==> config.mk <==
export PLATFORM = sky130hd
export DESIGN_NAME = video_stream_send_pacer
export DESIGN_NICKNAME = d
export VERILOG_FILES = /design/src/design/vssp_pkg.sv /design/src/design/video_stream_send_pacer.sv
export SDC_FILE = /design/constraint.sdc
export NUM_CORES = 2
export LEC_CHECK = 0
export CORE_UTILIZATION = 59
export DETAILED_ROUTE_END_ITERATION = 10
export DONT_BUFFER_PORTS = 1
export PLACE_DENSITY = 0.75
export SETUP_SLACK_MARGIN = 0.5
export SLEW_MARGIN = 20
export SYNTH_ARGS = -nofsm -noshare
export SYNTH_HDL_FRONTEND = slang
export SYNTH_SLANG_ARGS = --single-unit
export TNS_END_PERCENT = 20
==> constraint.sdc <==
create_clock -name clock -period 6.8 [get_ports clock]
set_input_delay 1.02 -clock clock [delete_from_list [all_inputs] [get_ports clock]]
set_output_delay 1.02 -clock clock [all_outputs]
set_load 0.05 [all_outputs]
==> src/design/vssp_pkg.sv <==
package vssp_pkg;

   // field and register widths
   localparam int TIME_W   = 40;
   localparam int BYTES_W  = 48;
   localparam int RATE_W   = 32;
   localparam int PERIOD_W = 32;
   localparam int AMT_W    = 49;
   localparam int PHASE_W  = 2;
   localparam int CSR_IDX_W  = 2;
   localparam int CSR_DATA_W = 40;

   // internal datapath widths
   localparam int SPAN_W = TIME_W + 1;
   localparam int PROD_W = SPAN_W + RATE_W;
   localparam int FRAC_W = 16;
   localparam int DIFF_W = PROD_W + 2;
   localparam int CNT_W  = 6;

   // register indexes
   localparam logic [CSR_IDX_W-1:0] REG_BUFFERING_RATE     = 2'd0;
   localparam logic [CSR_IDX_W-1:0] REG_STREAMING_RATE     = 2'd1;
   localparam logic [CSR_IDX_W-1:0] REG_BUFFERING_DURATION = 2'd2;
   localparam logic [CSR_IDX_W-1:0] REG_STREAMING_PERIOD   = 2'd3;

   // connection phases
   localparam logic [PHASE_W-1:0] PHASE_CONNECTING = 2'd0;
   localparam logic [PHASE_W-1:0] PHASE_BUFFERING  = 2'd1;
   localparam logic [PHASE_W-1:0] PHASE_STREAMING  = 2'd2;

   typedef logic [TIME_W-1:0]  time_type;
   typedef logic [BYTES_W-1:0] bytes_type;

endpackage

==> src/design/video_stream_send_pacer.sv <==
// Send pacer for a video-like stream. Each request transfer carries the ticks
// since connect and the bytes sent so far; the response transfer gives the
// signed byte count to send now (zero or negative: send nothing) and the phase
// after the query. The first query moves the block from connecting to
// buffering, where the target is time * buffering_rate. A buffering query
// whose time reaches buffering_duration switches to streaming and keeps its
// byte count; the streaming target is that count plus the end of the current
// period times streaming_rate. Rates are unsigned Q16.16, the answer is
// truncated toward zero and saturated to 49 bits signed. One query is in work
// at a time. A buffering query runs a setup step, a bit-serial shift-add
// multiply by the rate, then one sum and one saturation step. A streaming
// query adds one step to form the span, and with a non-zero period also,
// ahead of that, a bit-serial restoring division for the period remainder.
// The next request is taken in the cycle after the previous response is
// loaded; a waiting response does not block the next query until that one
// finishes. The user must write registers only while idle; the block itself
// does not enforce it.
module video_stream_send_pacer (
   input  logic                                   clock,
   input  logic                                   reset,
   // request channel
   input  logic                                   req_valid,
   output logic                                   req_stall,
   input  logic [vssp_pkg::TIME_W-1:0]            req_elapsed_time,
   input  logic [vssp_pkg::BYTES_W-1:0]           req_bytes_sent_total,
   // response channel
   output logic                                   rsp_valid,
   input  logic                                   rsp_stall,
   output logic signed [vssp_pkg::AMT_W-1:0]      rsp_send_amount,
   output logic [vssp_pkg::PHASE_W-1:0]           rsp_phase,
   // register write port
   input  logic                                   csr_write_en,
   input  logic [vssp_pkg::CSR_IDX_W-1:0]         csr_index,
   input  logic [vssp_pkg::CSR_DATA_W-1:0]        csr_wdata
);

   localparam int TIME_W   = vssp_pkg::TIME_W;
   localparam int BYTES_W  = vssp_pkg::BYTES_W;
   localparam int RATE_W   = vssp_pkg::RATE_W;
   localparam int PERIOD_W = vssp_pkg::PERIOD_W;
   localparam int AMT_W    = vssp_pkg::AMT_W;
   localparam int PHASE_W  = vssp_pkg::PHASE_W;
   localparam int SPAN_W   = vssp_pkg::SPAN_W;
   localparam int PROD_W   = vssp_pkg::PROD_W;
   localparam int FRAC_W   = vssp_pkg::FRAC_W;
   localparam int DIFF_W   = vssp_pkg::DIFF_W;
   localparam int CNT_W    = vssp_pkg::CNT_W;
   localparam int QUOT_W   = DIFF_W - FRAC_W;

   // sequencer states
   localparam logic [2:0] ST_IDLE = 3'd0;
   localparam logic [2:0] ST_PREP = 3'd1;
   localparam logic [2:0] ST_DIV  = 3'd2;
   localparam logic [2:0] ST_SPAN = 3'd3;
   localparam logic [2:0] ST_MUL  = 3'd4;
   localparam logic [2:0] ST_SUM  = 3'd5;
   localparam logic [2:0] ST_SAT  = 3'd6;

   // configuration registers
   logic [RATE_W-1:0]   brate_ff;
   logic [RATE_W-1:0]   srate_ff;
   logic [TIME_W-1:0]   bdur_ff;
   logic [PERIOD_W-1:0] period_ff;

   // control state
   logic [2:0]          state_ff, state_in;
   logic [CNT_W-1:0]    cnt_ff, cnt_in;
   logic [PHASE_W-1:0]  phase_ff, phase_in;
   logic [BYTES_W-1:0]  babe_ff, babe_in;
   logic                rsp_valid_ff, rsp_valid_in;

   // datapath registers
   vssp_pkg::time_type  t_ff, t_in;
   vssp_pkg::bytes_type bytes_ff, bytes_in;
   logic [TIME_W-1:0]   e_ff, e_in;
   logic [TIME_W-1:0]   div_sh_ff, div_sh_in;
   logic [PERIOD_W-1:0] rem_ff, rem_in;
   logic signed [AMT_W-1:0] offs_ff, offs_in;
   logic [SPAN_W-1:0]   mcand_ff, mcand_in;
   logic [RATE_W-1:0]   mplier_ff, mplier_in;
   logic [PROD_W-1:0]   prod_ff, prod_in;
   logic signed [DIFF_W-1:0] diff_ff, diff_in;
   logic signed [AMT_W-1:0] amt_ff, amt_in;
   logic [PHASE_W-1:0]  rsp_phase_ff, rsp_phase_in;

   // combinational helpers
   logic                req_xfer;
   logic                rsp_xfer;
   logic                rsp_free;
   logic [PERIOD_W:0]   div_trial;
   logic [SPAN_W:0]     mul_sum;
   logic [SPAN_W-1:0]   span;
   logic [BYTES_W-1:0]  kept;
   logic signed [DIFF_W-1:0] diff_tz;
   logic [QUOT_W-1:0]   quot;
   logic                quot_fits;

   assign req_xfer = req_valid && !req_stall;
   assign rsp_xfer = rsp_valid_ff && !rsp_stall;
   // output register can take a new result
   assign rsp_free = !rsp_valid_ff || !rsp_stall;

   assign req_stall       = (state_ff != ST_IDLE);
   assign rsp_valid       = rsp_valid_ff;
   assign rsp_send_amount = amt_ff;
   assign rsp_phase       = rsp_phase_ff;

   // one restoring division step: shift in next dividend bit, try the period
   assign div_trial = {rem_ff, div_sh_ff[TIME_W-1]};

   // one shift-add step over the low multiplier bit
   assign mul_sum = {1'b0, prod_ff[PROD_W-1:RATE_W]}
                  + (mplier_ff[0] ? {1'b0, mcand_ff} : {(SPAN_W+1){1'b0}});

   // end of current period: e - (e mod p) + p, zero when period is zero
   assign span = (period_ff == '0) ? '0
               : ({1'b0, e_ff} - {{(SPAN_W-PERIOD_W){1'b0}}, rem_ff})
                 + {{(SPAN_W-PERIOD_W){1'b0}}, period_ff};

   // kept byte count only counts while streaming
   assign kept = (phase_ff == vssp_pkg::PHASE_STREAMING) ? babe_ff : '0;

   // truncate toward zero: bias negatives by all-ones fraction before shift
   assign diff_tz = diff_ff
                  + $signed({{(DIFF_W-FRAC_W){1'b0}}, {FRAC_W{diff_ff[DIFF_W-1]}}});
   assign quot    = diff_tz[DIFF_W-1:FRAC_W];
   assign quot_fits = (&quot[QUOT_W-1:AMT_W-1]) || !(|quot[QUOT_W-1:AMT_W-1]);

   always_comb begin
      state_in     = state_ff;
      cnt_in       = cnt_ff;
      phase_in     = phase_ff;
      babe_in      = babe_ff;
      rsp_valid_in = rsp_valid_ff && !rsp_xfer;
      t_in         = t_ff;
      bytes_in     = bytes_ff;
      e_in         = e_ff;
      div_sh_in    = div_sh_ff;
      rem_in       = rem_ff;
      offs_in      = offs_ff;
      mcand_in     = mcand_ff;
      mplier_in    = mplier_ff;
      prod_in      = prod_ff;
      diff_in      = diff_ff;
      amt_in       = amt_ff;
      rsp_phase_in = rsp_phase_ff;

      case (state_ff)
         ST_IDLE: begin
            if (req_xfer) begin
               t_in     = req_elapsed_time;
               bytes_in = req_bytes_sent_total;
               // phase moves on the query itself
               if (phase_ff == vssp_pkg::PHASE_BUFFERING) begin
                  babe_in = req_bytes_sent_total;
                  if (req_elapsed_time >= bdur_ff) begin
                     phase_in = vssp_pkg::PHASE_STREAMING;
                  end
               end else if (phase_ff != vssp_pkg::PHASE_STREAMING) begin
                  phase_in = vssp_pkg::PHASE_BUFFERING;
               end
               state_in = ST_PREP;
            end
         end
         ST_PREP: begin
            // streaming time, clamped at zero
            e_in      = (t_ff >= bdur_ff) ? (t_ff - bdur_ff) : '0;
            div_sh_in = (t_ff >= bdur_ff) ? (t_ff - bdur_ff) : '0;
            rem_in    = '0;
            offs_in   = $signed({1'b0, kept}) - $signed({1'b0, bytes_ff});
            prod_in   = '0;
            if (phase_ff == vssp_pkg::PHASE_BUFFERING) begin
               mcand_in  = {1'b0, t_ff};
               mplier_in = brate_ff;
               cnt_in    = CNT_W'(RATE_W - 1);
               state_in  = ST_MUL;
            end else if (period_ff != '0) begin
               cnt_in   = CNT_W'(TIME_W - 1);
               state_in = ST_DIV;
            end else begin
               state_in = ST_SPAN;
            end
         end
         ST_DIV: begin
            div_sh_in = {div_sh_ff[TIME_W-2:0], 1'b0};
            if (div_trial >= {1'b0, period_ff}) begin
               rem_in = PERIOD_W'(div_trial - {1'b0, period_ff});
            end else begin
               rem_in = div_trial[PERIOD_W-1:0];
            end
            cnt_in = cnt_ff - 1'b1;
            if (cnt_ff == '0) begin
               state_in = ST_SPAN;
            end
         end
         ST_SPAN: begin
            mcand_in  = span;
            mplier_in = srate_ff;
            cnt_in    = CNT_W'(RATE_W - 1);
            state_in  = ST_MUL;
         end
         ST_MUL: begin
            prod_in   = {mul_sum, prod_ff[RATE_W-1:1]};
            mplier_in = {1'b0, mplier_ff[RATE_W-1:1]};
            cnt_in    = cnt_ff - 1'b1;
            if (cnt_ff == '0) begin
               state_in = ST_SUM;
            end
         end
         ST_SUM: begin
            // target minus bytes, all in Q16.16
            diff_in = $signed({2'b00, prod_ff})
                    + $signed({{(DIFF_W-AMT_W-FRAC_W){offs_ff[AMT_W-1]}},
                               offs_ff, {FRAC_W{1'b0}}});
            state_in = ST_SAT;
         end
         ST_SAT: begin
            // wait here while the previous response still sits unclaimed
            if (rsp_free) begin
               if (quot_fits) begin
                  amt_in = quot[AMT_W-1:0];
               end else if (quot[QUOT_W-1]) begin
                  amt_in = {1'b1, {(AMT_W-1){1'b0}}};
               end else begin
                  amt_in = {1'b0, {(AMT_W-1){1'b1}}};
               end
               rsp_phase_in = phase_ff;
               rsp_valid_in = 1'b1;
               state_in     = ST_IDLE;
            end
         end
         default: begin
            state_in = ST_IDLE;
         end
      endcase
   end

   // configuration writes
   always_ff @(posedge clock) begin
      if (reset) begin
         brate_ff  <= '0;
         srate_ff  <= '0;
         bdur_ff   <= '0;
         period_ff <= PERIOD_W'(1);
      end else if (csr_write_en) begin
         case (csr_index)
            vssp_pkg::REG_BUFFERING_RATE:     brate_ff  <= csr_wdata[RATE_W-1:0];
            vssp_pkg::REG_STREAMING_RATE:     srate_ff  <= csr_wdata[RATE_W-1:0];
            vssp_pkg::REG_BUFFERING_DURATION: bdur_ff   <= csr_wdata[TIME_W-1:0];
            vssp_pkg::REG_STREAMING_PERIOD:   period_ff <= csr_wdata[PERIOD_W-1:0];
            default: begin
            end
         endcase
      end
   end

   // control state
   always_ff @(posedge clock) begin
      if (reset) begin
         state_ff     <= ST_IDLE;
         cnt_ff       <= '0;
         phase_ff     <= vssp_pkg::PHASE_CONNECTING;
         babe_ff      <= '0;
         rsp_valid_ff <= 1'b0;
      end else begin
         state_ff     <= state_in;
         cnt_ff       <= cnt_in;
         phase_ff     <= phase_in;
         babe_ff      <= babe_in;
         rsp_valid_ff <= rsp_valid_in;
      end
   end

   // datapath, no reset needed
   always_ff @(posedge clock) begin
      t_ff         <= t_in;
      bytes_ff     <= bytes_in;
      e_ff         <= e_in;
      div_sh_ff    <= div_sh_in;
      rem_ff       <= rem_in;
      offs_ff      <= offs_in;
      mcand_ff     <= mcand_in;
      mplier_ff    <= mplier_in;
      prod_ff      <= prod_in;
      diff_ff      <= diff_in;
      amt_ff       <= amt_in;
      rsp_phase_ff <= rsp_phase_in;
   end

`ifndef SYNTHESIS
   // a delivered phase is always buffering or streaming
   assert property (@(posedge clock) disable iff (reset)
      rsp_valid |-> (rsp_phase == vssp_pkg::PHASE_BUFFERING
                     || rsp_phase == vssp_pkg::PHASE_STREAMING))
      else $error("response phase is neither buffering nor streaming");

   // streaming is never left once entered
   assert property (@(posedge clock) disable iff (reset)
      (phase_ff == vssp_pkg::PHASE_STREAMING) |=> (phase_ff == vssp_pkg::PHASE_STREAMING))
      else $error("phase left streaming");

   // the divider only runs on a non-zero period while streaming
   assert property (@(posedge clock) disable iff (reset)
      (state_ff == ST_DIV) |-> (period_ff != '0
                                && phase_ff == vssp_pkg::PHASE_STREAMING))
      else $error("division started without a streaming period");

   // a stalled response is not overwritten
   assert property (@(posedge clock) disable iff (reset)
      (rsp_valid && rsp_stall) |=> $stable(amt_ff) && $stable(rsp_phase_ff))
      else $error("pending response overwritten");
`endif

endmodule

==> results.cfg <==
[drt]
detail_route.first_pass.iterations = 6
drt-total-wl_um = 109000
drc = 0
drt_iter0_drc = 2414
wl_per_cell_um = 19.9
postRouteAntennaNets = 0
via_per_inst = 6.04
vias = 33100

[global_routing]
overflow = 0
gr-usage-met1 = 0.378
first_global_vias = 31500
busiest_layer = met2
grt_max_degree = 197
grtUsageTotal = 0.290
antenna_found_initial = 6
grt.met2_usage = 0.491
grt_pass1_wl_um = 171000
met3_usage = 0.0429

[place]
place_area_um2 = 44200
dp_hpwl_um = 82000
dp_cells = 5334
io_buffers = 0
globalplace.congestion = 0.923

[power]
p_leak_nw = 18.6
pwr_density_cell_nw_per_um2 = 324
ir_worst_vdd_mv = 0.205

[yosys]
avgSynthCellArea_um2 = 9.60
netlist_area_um2 = 43500
synth_top_family_by_area = compound AO/OA/AOI/OAI gates
yosys_warnings = 0
yosysSeqAreaShare = 0.450
synthMuxAreaShare = 0.0104
synthXorXnorAreaFrac = 0.0544
yosys.area_share.simple = 0.152
postSynthNetCount = 5016
yosysMostFrequentCell = nand2_1
ys_types = 87
synth_enable_flop_cells = 521
async_flop_share = 0
synth_area_leaders = edfxtp_1 (36%), ha_1 (9.1%), dfxtp_1 (9.0%)
synth_top_flop_cell = edfxtp_1
yosys.area.top_type = edfxtp_1
synth_compound_area_frac = 0.179
yosys_register_bits = 717
yosys.area_share.adder = 0.108
yosys-top-cells-count = nand2_1 (653), edfxtp_1 (521), a21oi_1 (441), ha_1 (317), inv_1 (312)
syn_inst = 4527
synth_top_area_frac = 0.360

[clocking]
cts_sinks = 717
clock_latency_ns = 0.66
post-cts-setup-buffers = 0
ctsHoldBuffers = 0
cts_buffers = 79
clockRootBuffer = clkbuf_16
clockBufferDepth = 3
cts_tree = done
path_clk_slew_ns = 0.06
post_cts_resize_count = 0
h-tree-depth = 3

[sta]
max_freq_mhz = 203
skew_ns = 0.0230
rsz0062_at_grt = no
setup_viol = 0
tns_ns = 0
period_share = 0.725
max_slew_margin = 0.309
worst_pin_slew_ns = 1.04
maxSlewViolCount = 0
fin_crit_ns = 4.93
hold_viol_final = 0
hold_slack_ns = 0.419

[floorplan]
die_h_um = 273
initial_core_util = 0.596
ios = 188
fp.dieW_um = 273
die_area_um2 = 74800
core_um2 = 73000
rows = 99

[worst_setup_path]
worst_ep_arrival_time_ns = 5.34
worstSetupEndpointType = flop
cp.required_ns = 7.21
critPathBufInv = 0
critPathSlowestCell = nor2b_4
start_kind = flop
endpoint = offs_ff[48]
worst-path-stages = 13
timing.rr.start = phase_ff[1]
slowest_delay_ns = 0.82
setup.worst_path.class = flop to flop
r2r_end = offs_ff[48]
path_common_cell = a211oi_1
cp_top_family = compound AO/OA/AOI/OAI gates
critPathMaxFanout = 48
worst-r2r-setup-slack_ns = 1.87
critPathLaunch = phase_ff[1]
crit_chain = nor2b_4, and2_1, ha_1, a21o_1, a211oi_1, o211ai_1, a211oi_1, a211oi_1, nor3_1, o31ai_1, o221ai_1, nor3_1, a2111oi_0
reg2reg_depth = 13

[min_path]
hold_start = prod_ff[0]
worstHoldPathType = flop to flop

[final_layout]
stdcell_area_um2 = 46900
instances_no_fill = 5482
num-nets-final = 4945
layout-drive-gt1-share = 0.0544
syn2layout_area_growth_pct = 7.80

[status]
status = finished, final reports clean

[job]
maxCapViolations = 0
[stage by stage]
stage / total power, W / setup WS [ns] / utilization
6_report: 0.0152 / 1.87 / 0.642
5_1_grt: 0.0160 / 1.35 / 0.642
4_1_cts: 0.0152 / 1.77 / 0.642
3_5_place_dp: 0.0108 / 1.84 / 0.606
3_3_place_gp: 0.0108 / 1.99 / 0.606
2_1_floorplan: 0.00967 / 2.07 / -
[worst min-delay path by stage]
stage,depth (start not counted),slack (ns),to
detailed placement,0,0.40,diff_ff[0]
CTS,1,0.41,babe_ff[14]
global placement,0,0.40,diff_ff[0]
floorplan,0,0.40,diff_ff[0]
finish,0,0.42,diff_ff[0]
global route,0,0.43,diff_ff[0]
[layer usage]
metal,routed length [µm],vias to the layer above
li1,-,16100
met1,46500,15700
met2,52200,1100
met3,6750,216
met4,3860,8
met5,60,-
[layout by cell type, fill, tap and decap left out, types with 15 or more instances in the layout]
cell	Yosys	layout
a211oi_1	50	50
a21o_1	165	165
a21oi_1	441	441
a22o_1	28	28
a22oi_1	33	33
a31oi_1	31	31
and2_1	114	114
and3_1	62	62
buf_4	0	35
clkbuf_1	171	17
clkbuf_16	0	79
dfxtp_1	196	196
edfxtp_1	521	521
fa_1	37	37
ha_1	317	317
inv_1	312	310
mux2_2	19	19
mux2i_1	24	24
nand2_1	653	649
nand2b_1	40	39
nand3_1	65	65
nand4_1	55	55
nor2_1	240	233
nor2b_1	45	44
nor3_1	55	55
nor4_1	20	20
o211ai_1	24	24
o21a_1	42	42
o21ai_0	186	186
o21ai_2	20	20
o21bai_1	28	28
o31ai_1	45	45
or3_1	15	15
xnor2_1	161	161
xor2_1	107	107
[area by class of cell]
class                      count  area (µm²)
fill                        5904       26100
tap                          959        1200
multi-input combinational   3311       22000
timing repair buffer          35         263
clock inverter                43         468
sequential                   717       19600
clock buffer                 104        2150
antenna                        1        2.50
inverter                     312        1170
[cells by family after synthesis]
| group | Yosys count |
|---|---|
| and+or+nand+nor | 1423 |
| AOI/OAI and AO/OA | 1222 |
| buffers and inverters | 499 |
| muxes | 43 |
| DFF | 717 |
| xor gates and xnor gates | 269 |
| adders and majority gates | 354 |
[where the power goes]
group	internal (W)	total (W)	switching (W)	leakage, nW
sequential	0.00550	0.00583	0.000337	6.46
clock	0.00245	0.00431	0.00186	1.27
combinational	0.00197	0.00502	0.00305	10.8
total	0.00992	0.0152	0.00524	18.6
[sequential cells by signal, summed over array words and instances, names as in the netlist]
name and count:
diff_ff 75, prod_ff 73, offs_ff 49, rsp_send_amount 49, babe_ff 48, bytes_ff 48, mcand_ff 41, bdur_ff 40
div_sh_ff 40, e_ff 40, t_ff 40, brate_ff 32, mplier_ff 32, period_ff 32, rem_ff 32, srate_ff 32
cnt_ff 6, state_ff 3, phase_ff 2, rsp_phase 2, rsp_valid 1
(Power assumes the default switching activity.)
